File: src/sv/rtppk_pkg.sv
package rtppk_pkg;

  localparam int unsigned HdrLen = 12;
  localparam int unsigned HdrIdxW = 4;
  localparam int unsigned AddrW = 4;

  localparam logic [12:0] MuMax = 13'h1FFF;
  localparam logic [16:0] MuBias = 17'd33;
  localparam logic [3:0] MantMask = 4'h0f;
  localparam logic [7:0] RtpVersionByte = 8'h80;
  localparam logic [7:0] RtpTypeByte = 8'h00;

  typedef enum logic [1:0] {
    RegSessionEnable,
    RegStreamSourceId,
    RegInitialSequence,
    RegInitialTimestamp
  } reg_idx_e;

  typedef struct packed {
    logic signed [15:0] audio_sample;
    logic               end_of_packet;
  } in_beat_t;

  typedef struct packed {
    logic [7:0] packet_byte;
    logic       is_header;
    logic       last_byte;
  } out_beat_t;

  typedef struct packed {
    logic [7:0]  payload;
    logic        eop;
    logic        need_hdr;
    logic [15:0] seq;
    logic [31:0] ts;
  } cmd_t;

  typedef struct packed {
    logic        seq_we;
    logic        ts_we;
    logic [31:0] wdata;
  } cnt_load_t;

  function automatic logic [7:0] mulaw_encode(logic signed [15:0] s);
    logic        neg;
    logic [16:0] mag;
    logic [16:0] biased;
    logic [12:0] sat;
    logic [2:0]  ex;
    logic [3:0]  man;
    neg = s[15];
    mag = neg ? (17'd0 - {s[15], s}) : {1'b0, s};
    biased = mag + MuBias;
    sat = (biased > {4'd0, MuMax}) ? MuMax : biased[12:0];
    ex = 3'd0;
    man = sat[4:1] & MantMask;
    for (int i = 5; i <= 12; i++) begin
      if (sat[i]) begin
        ex = 3'(i - 5);
        man = sat[i-1 -: 4] & MantMask;
      end
    end
    return ~{neg, ex, man};
  endfunction

endpackage

File: src/sv/rtppk_front.sv
module rtppk_front (
  input  logic                 clk_i,
  input  logic                 rst_ni,
  input  logic                 accept_i,
  input  logic                 enable_i,
  input  rtppk_pkg::in_beat_t  in_data_i,
  input  rtppk_pkg::cnt_load_t load_i,
  output logic                 cmd_we_o,
  output rtppk_pkg::cmd_t      cmd_o,
  output logic [15:0]          seq_o,
  output logic [31:0]          ts_o
);

  logic [15:0] seq_q, seq_d;
  logic [31:0] ts_q, ts_d;
  logic        inside_q, inside_d;
  logic        active;

  assign active = accept_i && enable_i;

  always_comb begin
    seq_d = seq_q;
    ts_d = ts_q;
    inside_d = inside_q;
    if (active) begin
      ts_d = ts_q + 32'd1;
      if (in_data_i.end_of_packet) begin
        seq_d = seq_q + 16'd1;
        inside_d = 1'b0;
      end else begin
        inside_d = 1'b1;
      end
    end
    if (load_i.seq_we) begin
      seq_d = load_i.wdata[15:0];
    end
    if (load_i.ts_we) begin
      ts_d = load_i.wdata;
    end
  end

  always_ff @(posedge clk_i or negedge rst_ni) begin
    if (!rst_ni) begin
      seq_q <= '0;
      ts_q <= '0;
      inside_q <= 1'b0;
    end else begin
      seq_q <= seq_d;
      ts_q <= ts_d;
      inside_q <= inside_d;
    end
  end

  always_comb begin
    cmd_o.payload = rtppk_pkg::mulaw_encode(in_data_i.audio_sample);
    cmd_o.eop = in_data_i.end_of_packet;
    cmd_o.need_hdr = !inside_q;
    cmd_o.seq = seq_q;
    cmd_o.ts = ts_q;
  end

  assign cmd_we_o = active;
  assign seq_o = seq_q;
  assign ts_o = ts_q;

endmodule

File: src/sv/rtppk_queue.sv
module rtppk_queue #(
  parameter int unsigned Depth = 4
) (
  input  logic            clk_i,
  input  logic            rst_ni,
  input  logic            we_i,
  input  rtppk_pkg::cmd_t wdata_i,
  input  logic            pop_i,
  output rtppk_pkg::cmd_t head_o,
  output logic            full_o,
  output logic            empty_o
);

  localparam int unsigned PtrW = (Depth > 1) ? $clog2(Depth) : 1;
  localparam int unsigned CntW = $clog2(Depth + 1);

  rtppk_pkg::cmd_t mem_q [Depth];
  logic [PtrW-1:0] wr_ptr_q, wr_ptr_d;
  logic [PtrW-1:0] rd_ptr_q, rd_ptr_d;
  logic [CntW-1:0] cnt_q, cnt_d;

  always_comb begin
    wr_ptr_d = wr_ptr_q;
    rd_ptr_d = rd_ptr_q;
    cnt_d = cnt_q;
    if (we_i) begin
      wr_ptr_d = (wr_ptr_q == PtrW'(Depth - 1)) ? '0 : wr_ptr_q + 1'b1;
    end
    if (pop_i) begin
      rd_ptr_d = (rd_ptr_q == PtrW'(Depth - 1)) ? '0 : rd_ptr_q + 1'b1;
    end
    if (we_i && !pop_i) begin
      cnt_d = cnt_q + 1'b1;
    end else if (!we_i && pop_i) begin
      cnt_d = cnt_q - 1'b1;
    end
  end

  always_ff @(posedge clk_i or negedge rst_ni) begin
    if (!rst_ni) begin
      wr_ptr_q <= '0;
      rd_ptr_q <= '0;
      cnt_q <= '0;
    end else begin
      wr_ptr_q <= wr_ptr_d;
      rd_ptr_q <= rd_ptr_d;
      cnt_q <= cnt_d;
    end
  end

  always_ff @(posedge clk_i) begin
    if (we_i) begin
      mem_q[wr_ptr_q] <= wdata_i;
    end
  end

  assign head_o = mem_q[rd_ptr_q];
  assign full_o = (cnt_q == CntW'(Depth));
  assign empty_o = (cnt_q == '0);

endmodule

File: src/sv/rtppk_back.sv
module rtppk_back (
  input  logic                 clk_i,
  input  logic                 rst_ni,
  input  rtppk_pkg::cmd_t      head_i,
  input  logic                 q_empty_i,
  output logic                 q_pop_o,
  input  logic [31:0]          ssrc_i,
  input  logic                 pop_i,
  output logic                 empty_o,
  output rtppk_pkg::out_beat_t out_data_o
);

  logic [rtppk_pkg::HdrIdxW-1:0] idx_q, idx_d;
  logic                          out_valid_q, out_valid_d;
  rtppk_pkg::out_beat_t          out_q, out_d;
  logic                          take;
  logic                          in_hdr;
  logic [7:0]                    hdr_byte;

  assign take = !q_empty_i && (!out_valid_q || pop_i);
  assign in_hdr = head_i.need_hdr && (idx_q != rtppk_pkg::HdrIdxW'(rtppk_pkg::HdrLen));

  always_comb begin
    unique case (idx_q)
      4'd0:    hdr_byte = rtppk_pkg::RtpVersionByte;
      4'd1:    hdr_byte = rtppk_pkg::RtpTypeByte;
      4'd2:    hdr_byte = head_i.seq[15:8];
      4'd3:    hdr_byte = head_i.seq[7:0];
      4'd4:    hdr_byte = head_i.ts[31:24];
      4'd5:    hdr_byte = head_i.ts[23:16];
      4'd6:    hdr_byte = head_i.ts[15:8];
      4'd7:    hdr_byte = head_i.ts[7:0];
      4'd8:    hdr_byte = ssrc_i[31:24];
      4'd9:    hdr_byte = ssrc_i[23:16];
      4'd10:   hdr_byte = ssrc_i[15:8];
      4'd11:   hdr_byte = ssrc_i[7:0];
      default: hdr_byte = 8'h00;
    endcase
  end

  always_comb begin
    idx_d = idx_q;
    out_d = out_q;
    out_valid_d = out_valid_q && !pop_i;
    q_pop_o = 1'b0;
    if (take) begin
      out_valid_d = 1'b1;
      if (in_hdr) begin
        out_d.packet_byte = hdr_byte;
        out_d.is_header = 1'b1;
        out_d.last_byte = 1'b0;
        idx_d = idx_q + 1'b1;
      end else begin
        out_d.packet_byte = head_i.payload;
        out_d.is_header = 1'b0;
        out_d.last_byte = head_i.eop;
        idx_d = '0;
        q_pop_o = 1'b1;
      end
    end
  end

  always_ff @(posedge clk_i or negedge rst_ni) begin
    if (!rst_ni) begin
      idx_q <= '0;
      out_valid_q <= 1'b0;
    end else begin
      idx_q <= idx_d;
      out_valid_q <= out_valid_d;
    end
  end

  always_ff @(posedge clk_i) begin
    out_q <= out_d;
  end

  assign empty_o = !out_valid_q;
  assign out_data_o = out_q;

endmodule

File: src/sv/rtp_pcmu_packetizer.sv
// The first beat caused by a sample is registered in the command queue and then in the output register.
// Throughput: one output beat per cycle while the receiver pops, from the header/payload
// sequencer; a sample that opens a packet costs 13 beats, others 1, and a small command queue
// absorbs sample bursts. Input acceptance is one sample per cycle while the queue has room.
// Reset is asynchronous and active low; it clears control state and configuration registers,
// not output data or queue storage; the block accepts samples and register writes once it ends.
module rtp_pcmu_packetizer #(
  parameter int unsigned QueueDepth = 4
) (
  input  logic                                clk_i,
  input  logic                                rst_ni,
  input  logic                                push,
  output logic                                full,
  input  rtppk_pkg::in_beat_t                 in_data_i,
  input  logic                                pop,
  output logic                                empty,
  output rtppk_pkg::out_beat_t                out_data_o,
  input  logic                                psel,
  input  logic                                penable,
  input  logic                                pwrite,
  input  logic [rtppk_pkg::AddrW-1:0]         paddr,
  input  logic [31:0]                         pwdata,
  output logic [31:0]                         prdata,
  output logic                                pready
);

  logic                 sess_en_q;
  logic [31:0]          ssrc_q;
  logic                 cfg_we;
  rtppk_pkg::reg_idx_e  reg_idx;
  rtppk_pkg::cnt_load_t load;
  logic                 accept;
  logic                 cmd_we;
  rtppk_pkg::cmd_t      cmd;
  rtppk_pkg::cmd_t      head;
  logic                 q_full;
  logic                 q_empty;
  logic                 q_pop;
  logic [15:0]          seq;
  logic [31:0]          ts;

  assign pready = 1'b1;
  assign cfg_we = psel && penable && pwrite && pready;
  assign reg_idx = rtppk_pkg::reg_idx_e'(paddr[rtppk_pkg::AddrW-1:2]);

  always_ff @(posedge clk_i or negedge rst_ni) begin
    if (!rst_ni) begin
      sess_en_q <= 1'b0;
      ssrc_q <= '0;
    end else if (cfg_we) begin
      if (reg_idx == rtppk_pkg::RegSessionEnable) begin
        sess_en_q <= pwdata[0];
      end
      if (reg_idx == rtppk_pkg::RegStreamSourceId) begin
        ssrc_q <= pwdata;
      end
    end
  end

  always_comb begin
    load.seq_we = cfg_we && (reg_idx == rtppk_pkg::RegInitialSequence);
    load.ts_we = cfg_we && (reg_idx == rtppk_pkg::RegInitialTimestamp);
    load.wdata = pwdata;
  end

  always_comb begin
    unique case (reg_idx)
      rtppk_pkg::RegSessionEnable:    prdata = {31'd0, sess_en_q};
      rtppk_pkg::RegStreamSourceId:   prdata = ssrc_q;
      rtppk_pkg::RegInitialSequence:  prdata = {16'd0, seq};
      rtppk_pkg::RegInitialTimestamp: prdata = ts;
      default:                        prdata = '0;
    endcase
  end

  assign full = q_full;
  assign accept = push && !full;

  rtppk_front u_front (
    .clk_i     (clk_i),
    .rst_ni    (rst_ni),
    .accept_i  (accept),
    .enable_i  (sess_en_q),
    .in_data_i (in_data_i),
    .load_i    (load),
    .cmd_we_o  (cmd_we),
    .cmd_o     (cmd),
    .seq_o     (seq),
    .ts_o      (ts)
  );

  rtppk_queue #(
    .Depth (QueueDepth)
  ) u_queue (
    .clk_i   (clk_i),
    .rst_ni  (rst_ni),
    .we_i    (cmd_we),
    .wdata_i (cmd),
    .pop_i   (q_pop),
    .head_o  (head),
    .full_o  (q_full),
    .empty_o (q_empty)
  );

  rtppk_back u_back (
    .clk_i      (clk_i),
    .rst_ni     (rst_ni),
    .head_i     (head),
    .q_empty_i  (q_empty),
    .q_pop_o    (q_pop),
    .ssrc_i     (ssrc_q),
    .pop_i      (pop),
    .empty_o    (empty),
    .out_data_o (out_data_o)
  );

  a_no_write_when_full : assert property (@(posedge clk_i) disable iff (!rst_ni)
    cmd_we |-> !q_full)
    else $error("Command written into a full queue.");

  a_no_pop_when_empty : assert property (@(posedge clk_i) disable iff (!rst_ni)
    q_pop |-> !q_empty)
    else $error("Command taken from an empty queue.");

  a_seq_load : assert property (@(posedge clk_i) disable iff (!rst_ni)
    load.seq_we |=> (seq == $past(pwdata[15:0])))
    else $error("Sequence counter did not take the written value.");

  a_no_beat_when_disabled : assert property (@(posedge clk_i) disable iff (!rst_ni)
    (accept && !sess_en_q) |-> !cmd_we)
    else $error("Sample queued while the session is disabled.");

endmodule

File: config.mk
export PLATFORM = sky130hd
export DESIGN_NAME = rtp_pcmu_packetizer
export DESIGN_NICKNAME = d
export VERILOG_FILES = /design/src/sv/rtppk_pkg.sv /design/src/sv/rtppk_front.sv /design/src/sv/rtppk_queue.sv /design/src/sv/rtppk_back.sv /design/src/sv/rtp_pcmu_packetizer.sv
export SDC_FILE = /design/constraint.sdc
export NUM_CORES = 1
export LEC_CHECK = 0
export BUFFER_PORTS_ARGS = -buffer_cell sky130_fd_sc_hd__buf_2
export CORE_MARGIN = 5
export CORE_UTILIZATION = 61
export CTS_BUF_LIST = sky130_fd_sc_hd__clkbuf_4 sky130_fd_sc_hd__clkbuf_8 sky130_fd_sc_hd__clkbuf_16
export CTS_CLUSTER_DIAMETER = 80
export DETAILED_ROUTE_END_ITERATION = 8
export GPL_ROUTABILITY_DRIVEN = 0
export PLACE_DENSITY = 0.76
export SLEW_MARGIN = 20
export SYNTH_ARGS = -nofsm -noshare
export SYNTH_HDL_FRONTEND = slang
export SYNTH_SLANG_ARGS = --single-unit
File: constraint.sdc
create_clock -name clk_i -period 4.2 [get_ports clk_i]
set_clock_uncertainty 0.1 [all_clocks]
set_input_delay 0.42 -clock clk_i [delete_from_list [all_inputs] [get_ports clk_i]]
set_output_delay 0.42 -clock clk_i [all_outputs]
set_load 0.005 [all_outputs]
After elaboration in Yosys (flattened, before gate mapping)
Memory sizes are Yosys's and may differ from the RTL's.
Cells that the tools add are included.

storage, ports and cells
  register bits after elaboration = 104
  RAM bits = 232
  memories = 1

memories
  name           depth  bits a word  rd ports  clocked after Yosys merged registers in  write ports  line               RTL
  u_queue.mem_q  4      58           1         0                                        1            rtppk_queue.sv:17  rtppk_pkg::cmd_t mem_q [Depth];

cells by class
  reductions and logical operators = 29
  multiplexer cells = 35
  add/sub/neg operators = 9
  magnitude comparators = 1
  equal/unequal tests = 17
  bitwise gates (word level) = 1

operator list
  kind                                                                     number
  32-bit one-hot mux with 4 select lines                                   1
  8-bit one-hot mux with 11 select lines                                   1
  32-bit two-way mux                                                       2
  16-bit two-way mux                                                       3
  32-bit by 1-bit adder with 32-bit output (second input constant)         1
  4-bit two-way mux                                                        8
  3-bit two-way mux                                                        8
  17-bit by 6-bit adder with 17-bit output (second input constant)         1
  17-bit by 13-bit > comparator with 1-bit output (second input constant)  1
  17-bit two-way mux                                                       1
  1-bit by 16-bit subtractor with 17-bit output (first input constant)     1
  16-bit by 1-bit adder with 16-bit output (second input constant)         1
  4-bit by 3-bit == test with 1-bit output (second input constant)         4
  4-bit == test (second input constant)                                    4
  13-bit two-way mux                                                       1
  1-bit logical AND                                                        11
  10-bit two-way mux                                                       1
  2-bit == test (second input constant)                                    4
  4-bit by 2-bit == test with 1-bit output (second input constant)         2
  8-bit inverter                                                           1
  2-bit nonzero test                                                       4
  1-bit logical NOT                                                        7
  1-bit two-way mux                                                        7
  2-bit AND reduction                                                      3
  other kinds (12)                                                         14

Logic depth before layout (Yosys ltp)
Gate-level depths: netlist of the first run.

  word-level depth = 13
  mapped depth = 14

Cells and area by module
From an unflattened synthesis of the first run, not the netlist that was laid out.

unflattened totals
  cells, all modules = 1180
  area, all modules = 16617.2 um^2

by module, submodules not included
  module               area each (um^2)  instances  seq. area each (um^2)  cells each
  rtppk_queue          8856.0            1          7141.8                 341
  rtppk_front          4285.4            1          1226.2                 529
  rtp_pcmu_packetizer  2097.0            1          825.8                  152
  rtppk_back           1378.8            1          425.4                  158

Worst setup path after synthesis of the first run
OpenSTA, ideal clock, no wires.

  kind = input -> register
  start = input in_data_i[1] in the netlist's numbering
  end = memory u_queue.mem_q[0][53] in the netlist's numbering (data pin)
  stages = 12
  buffers on the path = 2
  slack = 769 ps
  arrival = 3133 ps
  library setup time = 198 ps
  cell sequence = inv_1 > ha_1 > buf_2 > nor3b_2 > o211ai_1 > and4_1 > o221ai_2 > or3_4 > and2_4 > buf_6 > o32a_1 > a311oi_2

RTL lines
  item                line                       RTL
  start: declaration  rtp_pcmu_packetizer.sv:14  input rtppk_pkg::in_beat_t in_data_i,
  end: declaration    rtppk_queue.sv:17

==> qor.yml, run 1 <==
crit_path_end_kind: "flop"
power_density_nw_per_um2: 610
slew_headroom_pct: 34.0
drt_iter0_drc: 1329
clock-root-buffer: "clkbuf_16"
ys_seq_area_share_pct: 60.6
fill_cells: 1809
timing.rr.end: "u_queue.cnt_q[1]"
synth-edff-count: 242
rows: 59
synth-main-ff-cell: "edfxtp_1"
ir_drop_uv: 413
diodes: 0
drive_above_1_share_pct: 24.9
die_x_um: 171
slew_violations: 0
placed_area_sq_um: 16700
critPathRequiredTime_ps: 4380
grt_usage_pct: 27.9
fmax_mhz: 296
wl_per_cell_um: 25.1
grt_first_pass_wirelength_um: 62100
io_buffer_count: 101
fin_nets: 1320
synth_cell_type_count: 78
hpwl_um: 26900
syn_avg_cell_area_sq_um: 13.9
finalSetupViolCount: 0
instances_no_fill: 1605
finalCritPeriodShare_pct: 80.3
design_area_sq_um: 17900
cts.sinks: 336
die_h_um: 171
die_area_sq_um: 29300
min_period_ps: 3370
hold_violations: 0
crit_arrival_ps: 3550
r2r_setup_slack_ps: 1140
clkTransAtPathRegs_ps: 60
ctsResizeCount: 0
cts_buffer_depth: 3
core_area_sq_um: 25800
p_leak_nw: 6.45
rsz0062_at_grt: "no"
routed_wl_um: 40200
num_io_pins: 105
rr_worst_depth: 12
overflow: 0
start_kind: "input port"
dr_total_vias: 10500
yosys_warnings: 0
via_per_inst: 6.57
syn-num-nets: 1221
path_class: "in2reg"
clk_latency_ps: 520
place_inst: 1540
ant_nets: 0
syn2layout_area_growth_pct: 12.8
grt_antenna_before_repair: 0
tightestPinTransition_ps: 991
cts_buffers: 35
route.detailed.drc: 0
async_flop_share_pct: 28.0
synth_area_sq_um: 15900
grt_pass1_vias: 10500
start_util_pct: 61.4
cts_tree: "yes"
firstDrtPassIters: 5
h-tree-depth: 2
startpoint: "in_data_i[1]"
final.setup.tns_ps: 0
status: "complete, no violations"
syn_inst: 1145
ys_ff_latch: 336
cap_violations: 0
rr_startpoint: "u_back.idx_q[0]"
grt_max_degree: 68
cp_max_fo: 9
cp-endpoint: "u_queue.mem_q[3][53]"
hold_path_class: "in2reg"
hold_ws_ps: 54.2
-- logic make-up after synthesis --
| logic type | synth area share [%] |
|---|---|
| AO/OA/AOI/OAI | 9.12 |
| XOR/XNOR | 3.92 |
| adder cells (fa/ha/maj) | 1.31 |
| buffers and inverters | 2.19 |
| flip-flops | 60.6 |
| multiplexers | 13.3 |
| other | 0.0236 |
| AND/OR/NAND/NOR | 9.48 |
-- per-stage QoR --
step	total power, mW	utilization, %	setup slack (ps)
6_report	10.9	69.3	826
5_1_grt	11.4	69.3	504
4_1_cts	10.9	69.3	850
3_5_place_dp	7.92	64.8	374
3_3_place_gp	7.81	64.8	459
2_1_floorplan	6.77	-	769
-- critical path, cell delays in order --
cell	delay, ps
buf_2	150
inv_1	90
ha_1	270
nor3b_2	390
o211ai_1	260
a311oi_1	550
a211oi_2	160
xnor2_1	470
nor2_1	100
o32a_1	320
a311oi_2	370
-- Yosys cell counts, drive strengths merged (19+ instances only) --
| cell | number | area [sq um] |
|---|---|---|
| xor2 | 40 | 350 |
| xnor2 | 31 | 272 |
| dfrtp | 94 | 2350 |
| inv | 22 | 82.6 |
| nand3 | 41 | 205 |
| mux4 | 59 | 1330 |
| nor2b | 21 | 131 |
| o21ai | 31 | 155 |
| nor2 | 85 | 319 |
| a21oi | 71 | 359 |
| mux2i | 19 | 190 |
| nor3 | 19 | 95.1 |
| mux2 | 53 | 597 |
| edfxtp | 242 | 7270 |
| clkbuf | 45 | 169 |
| nand2 | 54 | 205 |
-- registers in the layout, summed over array words and instances, names as in the netlist --
| signal | flops |
|---|---|
| u_queue.mem_q | 232 |
| ssrc_q | 32 |
| u_front.ts_o | 32 |
| u_front.seq_o | 16 |
| u_back.out_data_o | 10 |
| u_back.idx_q | 4 |
| u_queue.cnt_q | 3 |
| u_queue.rd_ptr_q | 2 |
| u_queue.wr_ptr_q | 2 |
| sess_en_q | 1 |
| u_back.out_valid_q | 1 |
| u_front.inside_q | 1 |
-- layout make-up --
| type | count | area, sq um | area share, % |
|---|---|---|---|
| repair buffers | 125 | 718 | 4.01 |
| clock inverters | 13 | 92.6 | 0.517 |
| flip-flops and latches | 336 | 9620 | 53.8 |
| well taps | 335 | 419 | 2.34 |
| multi-input cells | 723 | 5920 | 33.1 |
| clock buffers | 50 | 1040 | 5.79 |
| inverters | 23 | 86.3 | 0.482 |
-- per-layer routing --
layer | global-route usage [%] | share of wire, %
met5 | 0 | 0
met4 | 10.1 | 4.1
met3 | 5.06 | 8.4
met2 | 43.9 | 47
met1 | 40.0 | 40
-- power breakdown --
part           leakage (nW)  total, mW  switching, mW  internal, mW
clock network         0.565       3.02           1.23          1.79
registers              3.30       4.98          0.622          4.36
logic                  2.58       2.93           1.63          1.29
total                  6.45       10.9           3.49          7.43
-- placed cells by master (no fill, tap or decap), types with 22 or more instances in the layout --
cell type and count:
a21oi_1 70, buf_2 100, clkbuf_16 37, dfrtp_1 92, edfxtp_1 242, inv_1 22, mux2_2 53, mux4_2 59
nand2_1 52, nand3_1 40, nor2_1 84, o21ai_0 28, xnor2_1 31, xor2_1 40
-- worst min-delay path by stage --
| stage | slack, ps | start | to | depth (start not counted) |
|---|---|---|---|---|
| after detailed placement | 380 | u_queue.cnt_q[2] | u_queue.cnt_q[2] | 1 |
| after global placement | 370 | u_queue.cnt_q[2] | u_queue.cnt_q[2] | 1 |
| after floorplan | 20 | rst_ni | sess_en_q | 0 |
| final | 50 | pwdata[19] | ssrc_q[19] | 2 |
| after global routing | 40 | pwdata[19] | ssrc_q[19] | 2 |
| after CTS | 40 | pwdata[19] | ssrc_q[19] | 2 |
-- timing repair --
action                                  4_1_cts  5_1_grt
setup buffers                                 0        0
hold endpoints to repair                     38        0
endpoints found under the setup margin        0        0
hold buffers                                  2        0
No activity file was read; power rests on OpenSTA's default activity.
==> run 2: changes to the inputs <==
--- a/config.mk
+++ b/config.mk
@@ -7,12 +7,12 @@
 export LEC_CHECK = 0
 export BUFFER_PORTS_ARGS = -buffer_cell sky130_fd_sc_hd__buf_2
 export CORE_MARGIN = 5
-export CORE_UTILIZATION = 61
+export CORE_UTILIZATION = 55
 export CTS_BUF_LIST = sky130_fd_sc_hd__clkbuf_4 sky130_fd_sc_hd__clkbuf_8 sky130_fd_sc_hd__clkbuf_16
 export CTS_CLUSTER_DIAMETER = 80
 export DETAILED_ROUTE_END_ITERATION = 8
 export GPL_ROUTABILITY_DRIVEN = 0
-export PLACE_DENSITY = 0.76
+export PLACE_DENSITY = 0.72
 export SLEW_MARGIN = 20
 export SYNTH_ARGS = -nofsm -noshare
 export SYNTH_HDL_FRONTEND = slang
==> constraint.sdc (replaced) <==
create_clock -name clk_i -period 3.1 [get_ports clk_i]
set_clock_uncertainty 0.1 [all_clocks]
set_input_delay 0.31 -clock clk_i [delete_from_list [all_inputs] [get_ports clk_i]]
set_output_delay 0.31 -clock clk_i [all_outputs]
set_load 0.005 [all_outputs]
==> run 2 against run 1 <==
- sequential power rose by 36%
- final area rose by 7.2%
- routed wire length rose by 1.3%
- final cell count rose by 10%
- count of clock-buffer cells in the layout fell by 6
- die area rose by 10%
- worst hold slack got worse by 33 ps
- via count rose by 3.8%
- core utilization fell by 2.3 points
- worst setup slack got worse by 610 ps
- critical endpoint is now u_front.ts_o[31]
==> qor.yml, run 2 (synthesized netlist as in run 1, its figures left out) <==
status: "complete, no violations"  # unchanged
hold_path_class: "in2reg"  # unchanged
rr_worst_depth: 10  # was 12
rows: 62  # was 59
grt_pass1_vias: 10700  # was 10,500
hold_ws_ps: 21.6  # was 54.2 ps
ctsResizeCount: 0  # unchanged
largest-register: "u_queue.mem_q"  # unchanged
via_per_inst: 6.20  # was 6.57
swShare_pct: 31.4  # was 31.9%
r2r_setup_slack_ps: 220  # was 1140 ps
ant_nets: 0  # unchanged
cts.sinks: 336  # unchanged
routed_wl_um: 40800  # was 40,200 um
ir_drop_uv: 556  # was 413 uV
cts_tree: "yes"  # unchanged
rsz0062_at_grt: "no"  # unchanged
cp_top_family: "simple AND/OR/NAND/NOR gates"  # was compound AO/OA/AOI/OAI gates
min_from: "pwdata[0]"  # was pwdata[19]
overflow: 0  # unchanged
path_cells: "nor3b_1, buf_4, nor4b_1, buf_4, and4_1, and3_1, and4_1, nand4_1, xor2_1, a21oi_1"  # was buf_2, inv_1, ha_1, nor3b_2, o211ai_1, a311oi_1, a211oi_2, xnor2_1, nor2_1, o32a_1, a311oi_2
grt_usage_pct: 25.0  # was 27.9%
crit_arrival_ps: 3220  # was 3550 ps
finalCritPeriodShare_pct: 93.0
num_io_pins: 105  # unchanged
cts_buffers: 35  # unchanged
drt_iter0_drc: 1090  # was 1,329
final_common_cell: "edfxtp_1"  # unchanged
fin_nets: 1435  # was 1,320
start_util_pct: 55.4  # was 61.4%
fin_util_pct: 67.0  # was 69.3%
critPathRequiredTime_ps: 3440  # was 4380 ps
hpwl_um: 28100  # was 26,900 um
largest_register_ffs: 232  # unchanged
tightestPinTransition_ps: 813  # was 991 ps
fin_ws_ps: 216  # was 826 ps
dr_total_vias: 11000  # was 10,500
fill_cells: 1979  # was 1,809
internal_power_mw: 10.6  # was 7.43 mW
die_area_sq_um: 32300  # was 29,300 sq um
power_density_nw_per_um2: 802  # was 610 nW/um^2
critical_path.slowest_cell: "dfrtp_1"  # was a311oi_1
timing.rr.end: "u_front.ts_o[31]"  # was u_queue.cnt_q[1]
p_total_mw: 15.4  # was 10.9 mW
seq_power_share_pct: 43.9  # was 45.6%
hold_violations: 0  # unchanged
h-tree-depth: 2  # unchanged
layout_common_cells: "242 x edfxtp_1, 101 x buf_4, 100 x buf_2"  # was 242 x edfxtp_1, 100 x buf_2, 92 x dfrtp_1
hold_path_depth: 2  # unchanged
final.setup.tns_ps: 0  # unchanged
finalSetupViolCount: 0  # unchanged
crit_path_end_kind: "flop"  # unchanged
fmax_mhz: 347
crit_buf_inv: 2  # unchanged
path_class: "reg2reg"  # was in2reg
comb_power_share_pct: 28.2  # was 26.8%
syn2layout_area_growth_pct: 20.9  # was 12.8%
clkPwrFrac_pct: 27.9  # was 27.6%
p_leak_nw: 7.09  # was 6.45 nW
dp_slack_ps: -212  # was 374 ps
grt_first_pass_wirelength_um: 63600  # was 62,100 um
start_kind: "flop"  # was input port
core_area_sq_um: 28600  # was 25,800 sq um
die_h_um: 180  # was 171 um
slowest_delay_ps: 400  # was 550 ps
slew_headroom_pct: 45.8  # was 34.0%
drive_above_1_share_pct: 30.6  # was 24.9%
grt_max_degree: 59  # was 68
cts_buffer_depth: 3  # unchanged
min_period_ps: 2880
clkTransAtPathRegs_ps: 70  # was 60 ps
hold_end: "ssrc_q[0]"  # was ssrc_q[19]
firstDrtPassIters: 5  # unchanged
cp_max_fo: 4  # was 9
clock-root-buffer: "clkbuf_16"  # unchanged
switchingPower_mw: 4.82  # was 3.49 mW
diodes: 0  # unchanged
cap_violations: 0  # unchanged
slew_violations: 0  # unchanged
route.detailed.drc: 0  # unchanged
grt_antenna_before_repair: 1  # was 0
clk_latency_ps: 510  # was 520 ps
io_buffer_count: 101  # unchanged
rr_startpoint: "u_queue.cnt_q[2]"  # was u_back.idx_q[0]
wl_per_cell_um: 23.1  # was 25.1 um
die_x_um: 180  # was 171 um
run 2: cell types whose count changed in the layout (fill, tap and decap cells not counted), moves of 2 or more:
cell           previous run  this run
dlygate4sd3_1             2        26
clkbuf_16                37        35
or4_1                     4         2
buf_12                    2        13
clkinv_1                  7         3
bufinv_16                 1         5
xnor2_2                   0         2
or4_4                     0         2
xnor2_1                  31        29
buf_4                    21       101
inv_6                     1         3
clkbuf_4                 11         7
clkinv_2                  3         6
run 2: through the flow:
step                cell area (sq um)  cells
finish                          19200   1768
CTS                             19200   1768
detailed placement              17700   1680
global route                    19200   1768
floorplan                       16000   1145
global placement                17700   1680
run 2: worst register-to-register path: stages (launching register included):
cell and delay (ps):
dfrtp_1 400, nor3b_1 150, buf_4 170, nor4b_1 350, buf_4 200, and4_1 290, and3_1 300, and4_1 380
nand4_1 150, xor2_1 170, a21oi_1 170
run 2: worst max-delay path by stage:
stage | start | to | cells after the start
floorplan | in_data_i[4] | u_queue.mem_q[0][52] | 10
global placement | in_data_i[1] | u_queue.mem_q[2][51] | 12
detailed placement | in_data_i[1] | u_queue.mem_q[3][50] | 11
CTS | u_queue.cnt_q[2] | u_front.ts_o[31] | 10
global route | u_queue.cnt_q[2] | u_front.ts_o[31] | 10
finish | u_queue.cnt_q[2] | u_front.ts_o[31] | 10
run 2: power by group through the flow:
stage                     combinational, mW  clock [mW]  sequential (mW)
after floorplan                        2.72           0             6.46
after global placement                 4.20           0             6.77
after detailed placement               4.27           0             6.82
after CTS                              4.34        4.35             6.74
after global routing                   4.67        4.54             6.85
final                                  4.33        4.30             6.75
run 2: layout make-up:
cell class | instances | area (sq um) | share of cell area (%)
clock buffer | 44 | 956 | 4.98
inverter | 23 | 86.3 | 0.450
tap | 384 | 480 | 2.50
multi-input combinational | 723 | 6030 | 31.4
sequential | 336 | 9620 | 50.2
timing repair buffer | 240 | 1780 | 9.28
clock inverter | 18 | 230 | 1.20
run 2: repair_timing:
| item | 4_1_cts | 5_1_grt |
|---|---|---|
| hold endpoints to repair | 100 | 0 |
| buffers inserted | 0 | 0 |
| hold buffers | 26 | 0 |
run 2: layer usage:
metal,up-vias,GRT usage [%],wire (um)
met5,-,0,8
met2,519,39.1,19500
met1,5509,37.5,17100
li1,4860,-,-
met3,63,3.88,3240
met4,2,6.00,918
